`src/hw/rtl/ieu_pkg.sv`:
```
// ----------------------------------------------------------------------------
// Instruction execute unit package
// Shared opcodes, result codes, SPR numbers, masks and the payload types.
// ----------------------------------------------------------------------------
package ieu_pkg;

  typedef enum logic [5:0] {
    OP_ADD = 6'd0, OP_ADD_IMM = 6'd1, OP_AND_IMM = 6'd2, OP_ANDC = 6'd3,
    OP_BDNZ = 6'd4, OP_BEQ = 6'd5, OP_BLR = 6'd6, OP_BNE = 6'd7,
    OP_BRANCH = 6'd8, OP_BRANCH_LINK = 6'd9, OP_CMPLW_IMM = 6'd10,
    OP_EIEIO = 6'd11, OP_ISYNC = 6'd12, OP_LOAD_IMM = 6'd13, OP_LWAR = 6'd14,
    OP_LWARX = 6'd15, OP_MFMSR = 6'd16, OP_MFSPR = 6'd17, OP_MTSPR = 6'd18,
    OP_MTCTR = 6'd19, OP_OR = 6'd20, OP_OR_IMM = 6'd21, OP_RFID = 6'd22,
    OP_SLBIA = 6'd23, OP_SLBMTE = 6'd24, OP_SLD_IMM = 6'd25, OP_SLW = 6'd26,
    OP_SLW_IMM = 6'd27, OP_STD = 6'd28, OP_STD_OFF = 6'd29, OP_STWC = 6'd30,
    OP_STWCX = 6'd31, OP_SUBF = 6'd32, OP_SYNC = 6'd33, OP_TLBIEL = 6'd34,
    OP_ISI = 6'd35
  } opcode_e;

  typedef enum logic [1:0] {
    ERR_NONE = 2'd0, ERR_SPR = 2'd1, ERR_OPCODE = 2'd2
  } err_e;

  localparam logic [63:0] SprSrr0  = 64'd26;
  localparam logic [63:0] SprSrr1  = 64'd27;
  localparam logic [63:0] SprSprg0 = 64'd272;
  localparam logic [63:0] SprSprg1 = 64'd273;
  localparam logic [63:0] SprHrmor = 64'd313;
  localparam logic [63:0] SprLpcr  = 64'd318;
  localparam logic [63:0] SprLpidr = 64'd319;
  localparam logic [63:0] SprHid6  = 64'd1017;
  localparam logic [63:0] SprPir   = 64'd1023;

  localparam logic [63:0] MsrSf       = 64'h8000000000000000;
  localparam logic [63:0] MsrMask     = 64'h900000000200FF37;
  localparam logic [63:0] MsrRelocOff = 64'hFFFFFFFFFFFFFFCF;
  localparam logic [63:0] Low32       = 64'h00000000FFFFFFFF;
  localparam logic [63:0] IsiVector   = 64'h400;

  typedef struct packed {
    logic [5:0]  opcode;
    logic [63:0] arg_first;
    logic [63:0] arg_second;
    logic [63:0] arg_third;
    logic [63:0] instr_address;
  } instr_t;

  typedef struct packed {
    logic        redirect;
    logic [63:0] next_pc;
    logic [1:0]  error_code;
    logic        hrmor_write;
    logic [63:0] hrmor_value;
    logic [63:0] msr_value;
  } result_t;

endpackage

```
`src/hw/rtl/ieu_result_if.sv`:
```
// ----------------------------------------------------------------------------
// Result channel
// Valid/ready channel that carries one execution result per request.
// ----------------------------------------------------------------------------
interface ieu_result_if;
  logic             valid;
  logic             ready;
  ieu_pkg::result_t payload;
  modport source (output valid, output payload, input ready);
  modport sink   (input valid, input payload, output ready);
endinterface

```
`src/hw/rtl/ieu_out_buf.sv`:
```
// ----------------------------------------------------------------------------
// Result skid buffer
// Two-entry output stage so the core keeps accepting while results wait.
// ----------------------------------------------------------------------------
module ieu_out_buf (
  input  logic             clk_i,
  input  logic             rst_ni,
  input  logic             push_i,
  input  ieu_pkg::result_t data_i,
  output logic             space_o,
  ieu_result_if.source     res
);
  import ieu_pkg::*;

  result_t main_q, skid_q;
  logic    main_vld_q, skid_vld_q;
  logic    pop;

  assign pop         = main_vld_q && res.ready;
  assign space_o     = !skid_vld_q;
  assign res.valid   = main_vld_q;
  assign res.payload = main_q;

  // Valid bits: a push lands in skid when main is held or skid moves to main.
  always_ff @(posedge clk_i or negedge rst_ni) begin
    if (!rst_ni) begin
      main_vld_q <= 1'b0;
      skid_vld_q <= 1'b0;
    end else begin
      if (!main_vld_q || pop) begin
        main_vld_q <= skid_vld_q || push_i;
        skid_vld_q <= skid_vld_q && push_i;
      end else if (push_i) begin
        skid_vld_q <= 1'b1;
      end
    end
  end

  // Payload moves from skid to main in order.
  always_ff @(posedge clk_i) begin
    if (!main_vld_q || pop) begin
      if (skid_vld_q) begin
        main_q <= skid_q;
        if (push_i) begin
          skid_q <= data_i;
        end
      end else if (push_i) begin
        main_q <= data_i;
      end
    end else if (push_i) begin
      skid_q <= data_i;
    end
  end

endmodule

```
`src/flat_wrapper.sv`:
```
// flat-port wrapper written by rule: the top's interface ports become plain ports
module ieu_out_buf_flat import ieu_pkg::*;
  (clk_i, rst_ni, push_i, data_i, space_o, res_valid, res_payload, res_ready);
  ieu_result_if res_i ();
  input  logic clk_i;
  input  logic rst_ni;
  input  logic push_i;
  input  ieu_pkg::result_t data_i;
  output logic space_o;
  output wire logic [$bits(res_i.valid)-1:0] res_valid;
  output wire logic [$bits(res_i.payload)-1:0] res_payload;
  input wire logic [$bits(res_i.ready)-1:0] res_ready;
  assign res_valid = res_i.valid;
  assign res_payload = res_i.payload;
  assign res_i.ready = res_ready;
  ieu_out_buf u_core (.clk_i(clk_i), .rst_ni(rst_ni), .push_i(push_i), .data_i(data_i), .space_o(space_o), .res(res_i));
endmodule
```
`config.mk`:
```
export PLATFORM = sky130hd
export DESIGN_NAME = ieu_out_buf_flat
export DESIGN_NICKNAME = d
export VERILOG_FILES = /design/src/hw/rtl/ieu_pkg.sv /design/src/hw/rtl/ieu_result_if.sv /design/src/hw/rtl/ieu_out_buf.sv /design/src/flat_wrapper.sv
export SDC_FILE = /design/constraint.sdc
export NUM_CORES = 1
export LEC_CHECK = 0
export ABC_AREA = 1
export BUFFER_PORTS_ARGS = -buffer_cell sky130_fd_sc_hd__buf_2
export CAP_MARGIN = 20
export CORE_ASPECT_RATIO = 0.75
export CORE_MARGIN = 2
export CORE_UTILIZATION = 35
export CTS_BUF_LIST = sky130_fd_sc_hd__clkbuf_4 sky130_fd_sc_hd__clkbuf_8
export DETAILED_ROUTE_END_ITERATION = 8
export GPL_TIMING_DRIVEN = 0
export PLACE_DENSITY = 0.64
export RECOVER_POWER = 50
export SLEW_MARGIN = 20
export SYNTH_ARGS = -nofsm -noshare
export SYNTH_HDL_FRONTEND = slang
export SYNTH_SLANG_ARGS = --single-unit
export TNS_END_PERCENT = 50
```
`constraint.sdc`:
```
create_clock -name clk_i -period 28.7 [get_ports clk_i]
set_input_delay 8.61 -clock clk_i [delete_from_list [all_inputs] [get_ports clk_i]]
set_output_delay 8.61 -clock clk_i [all_outputs]
set_load 0.02 [all_outputs]
```
Word level (Yosys, flattened, before mapping) --
Index checks and enable logic that the tools add are counted.
Operators by class: reduce and logical (&&, ||, !) cells 9, mux-type cells 7, equal/unequal tests 1
Operator list (number):
- $mux 196 | 5
- $reduce_bool 2->1 | 2
- $logic_and 1x1->1 | 2
- $logic_not 1->1 | 2
- $logic_or 1x1->1 | 2
- $mux 1 | 2
- $ne 2x1->1 const B | 1
- $reduce_and 2->1 | 1
Storage, ports and cells: bits of input ports 200, register bits after elaboration 394, word-level logic and storage cells 31

Logic depth before layout (Yosys ltp) --
word-level depth 3, gate-level depth with buffers 7

Worst setup path before layout --
Ideal clock, no wire load.
kind input-to-reg, from input port res_ready, to register u_core.main_q, in the netlist u_core.res.payload[0] (enable), arrival time 18.191 ns, slack 9.690 ns, library setup time 0.818 ns, stages 4, required time 27.882 ns, path through inv_1 > nand2_1 > inv_1 > a21oi_1
On the way: word-level cells in the longest chain between the ends 3
RTL lines:
- start: declaration | RTL line flat_wrapper.sv:12 | input wire logic [$bits(res_i.ready)-1:0] res_ready;
- $logic_and 1x1->1 | RTL line ieu_out_buf.sv:19 | assign pop = main_vld_q && res.ready;
- $logic_or 1x1->1 | RTL line ieu_out_buf.sv:41 | if (!main_vld_q || pop) begin
- $reduce_and 2->1 (no line)
- end signal: assignment | RTL line ieu_out_buf.sv:43 | main_q <= skid_q;
- end signal: assignment | RTL line ieu_out_buf.sv:48 | main_q <= data_i;
- end: declaration | RTL line ieu_out_buf.sv:15 | result_t main_q, skid_q;
Every way passes these cells. A chain may end at the register's enable or synchronous reset.

Final worst setup path --
from input port res_ready, to register u_core.skid_q[150] (netlist name) (enable)
On the way: word-level cells in the longest chain between the ends 3
RTL lines:
- $logic_and 1x1->1 | RTL line ieu_out_buf.sv:19
- $logic_or 1x1->1 | RTL line ieu_out_buf.sv:41
- $ne 2x1->1 (no line)
- end signal: assignment | RTL line ieu_out_buf.sv:45 | skid_q <= data_i;
- end signal: assignment | RTL line ieu_out_buf.sv:51 | skid_q <= data_i;
- end: declaration | RTL line ieu_out_buf.sv:15
Every way passes these cells.

==> run metrics <==
Reg2Reg Depth 8; share of power burned in registers 52.5%; failing checks max-capacitance violations, max-slew violations; post-synthesis xor/xnor area fraction 0%; crit path cell chain buf_2, inv_1, nand2_1, nand2_1, nand2_1, clkinvlp_2, clkbuf_1; Num CTS Buffers 60; Gate power share 15.4%; WL/cell 17.1 um; Die ar. 42700 um^2; Int Pwr 1.01 mW; peak supply drop 39.3 uV; Hold Path Origin u_core.skid_q[157]; total power 1.39 mW; fin crit share 46.6%; Setup Viol. Count Final 0; RSZ-0062 raised after global routing no; die width 238 um; clk buf depth 3; Worst Hold Depth 2; IO Count 398; number of buffers added for setup after CTS 0; routability cong. 0.818; compound-cell area share of the yosys netlist 0.0348%; Vias/cell 4.47; Max Slew Vio Count 201; post-synth top area cell edfxtp_1; Synth top area share 82.0%; setup TNS 0 ns; # Max-Cap Violations 3; CP peak stage delay 3.44 ns; Final Hold Viols 0; CTS H-Tree Depth 2; Final Cell Area 18200 um^2; Yosys warning count 0; Yosys cell types 11; Switching Power 379 uW; CP arrival 13.47 ns; Clock Power Share 32.1%; Die Y 179 um; outcome finished, violations left; critical path's slowest cell clkbuf_1; CTS tree yes; antenna violations before repair 10; CTS-repair resized insts 0; WP data required 28.78 ns; CORE AREA 40600 um^2; wire length of the first global-routing pass 54500 um; Net Sw Frac 27.3%; vias in the first global route 9550; pwr dens 76.2 nW/um^2; DRC Markers 0; worst relative slew slack -225%; antenna-violating nets left 0; mux share of post-synthesis cell area 0%; I/O Buffers 397; Synth Area in Adders 0%; total wire length 35800 um; Tot GR Track Use 16.5%; largest family of logic cells by synthesized area simple AND/OR/NAND/NOR gates; row cnt 64; hold-fix buffers at CTS 0; DP Area 17400 um^2; Highest Clock Rate 0.0747 GHz; Hold Crit Endpoint u_core.res.payload[157]; sequential area share after synthesis 82.3%; Detail Placement HPWL 25100 um; Reg clk slew, reported paths 0.06 ns; crit path kind primary input to flop; dpl cells 1976; mapped cell area 14400 um^2; post-synthesis simple-gate area fraction 15.5%; crit-path max FO 81; most used cell, CP nand2_1; Period minus WS final 13.38 ns; layout cells sized above 1 25.5%; reg2reg start u_core.skid_vld_q; Root Driver clkbuf_8; P&R area growth vs syn 26.7%; worst skew pair latency 0.60 ns; register bit total from synthesis 394; drt first pass iters 5; crit end category flop; Final Skew 0.0150 ns; fin cells 2088; nets 1710; Starting Density 35.4%; synthesized instance count 1038; Overflow after GRT 0; syn_area_per_cell 13.8 um^2; Iter 0 DRT Violations 502; R2R setup slack 22.61 ns; r2r endpoint u_core.skid_q[150]; CTS Sinks 394; Worst-Margin Slew 4.87 ns; leakage 7.65 nW; Critical Path Source Type primary input; largest net degree at the start of global routing 84; Hold Crit Class flop to flop; Synth area leaders edfxtp_1 82%, nand2_1 15%, buf_4 1.1%, buf_2 0.45%, dfrtp_1 0.35%; Mapped Nets 1238; vias post-DR 9329
-- layout by cell type, fill, tap and decap left out, types with 6 or more instances in the layout --
| cell | Yosys | final |
|---|---|---|
| clkbuf_1 | 6 | 149 |
| buf_16 | 0 | 6 |
| clkbuf_4 | 0 | 19 |
| edfxtp_1 | 392 | 392 |
| nand2_1 | 593 | 593 |
| clkinv_1 | 0 | 19 |
| clkinv_2 | 0 | 7 |
| buf_4 | 22 | 22 |
| clkbuf_8 | 0 | 61 |
| buf_2 | 13 | 272 |
-- registers in the layout (all words and copies together) (netlist names) --
name                count
u_core.skid_vld_q       1
u_core.skid_q         196
u_core.res.payload    196
u_core.res.valid        1
-- critical path, delay by kind of cell --
kind	cells	cell delay, ns
buffers and inverters	4	4.50
AND/OR/NAND/NOR	3	0.21
-- final cells by class --
type	instances	area (um^2)
fillers	3793	22400
flip-flops and latches	394	11800
multi-input cells	595	2240
repair buffers	410	2030
clock buffers	80	982
well taps	528	661
plain buffers	44	287
clock inverters	30	159
inverters	5	20.0
diodes	2	5.00
-- power by group through the flow --
stage | sequential [mW] | combinational [mW] | clock, mW
after global placement | 0.758 | 0.208 | 0
after floorplan | 0.798 | 0.0755 | 0
after detailed placement | 0.736 | 0.225 | 0
final | 0.727 | 0.214 | 0.446
after CTS | 0.725 | 0.225 | 0.461
after global routing | 0.733 | 0.235 | 0.483
-- cells by family after synthesis --
kind of cell | after synthesis
AND/OR/NAND/NOR | 594
flip-flops | 394
buffers and inverters | 49
AO/OA/AOI/OAI | 1
-- stage by stage --
step           setup WS [ns]  hold WS [ns]  util (%)
2_1_floorplan           9.69         0.491         -
3_3_place_gp            4.19         0.496      41.9
3_5_place_dp           18.02         0.502      42.8
4_1_cts                18.25         0.512      45.6
5_1_grt                14.82         0.523      44.8
6_report               15.32         0.513      44.8
-- worst max path at each step --
stage	from	end	slack [ns]	cells past startpoint
floorplan	res_ready	u_core.res.payload[0]	9.69	4
global placement	res_ready	u_core.res.payload[129]	4.19	5
detailed placement	res_ready	u_core.res.payload[132]	18.02	10
CTS	u_core.skid_vld_q	space_o	18.25	5
global route	res_ready	u_core.skid_q[107]	14.82	7
finish	res_ready	u_core.skid_q[150]	15.32	7
-- metal layers --
| metal | vias up | routed length [um] | global-route usage, % |
|---|---|---|---|
| met4 | 8 | 1120 | 5.89 |
| met3 | 91 | 3350 | 6.13 |
| met2 | 366 | 17100 | 27.3 |
| met1 | 4400 | 14200 | 19.7 |
| li1 | 4464 | - | - |
| met5 | - | 53 | 0 |
-- cell usage after synthesis, drive strengths merged --
library cell,n
nand2,593
buf,38
inv,5
edfxtp,392
a21oi,1
dfrtp,2
clkbuf,6
nand3,1
No activity file was read; power rests on OpenSTA's default activity.
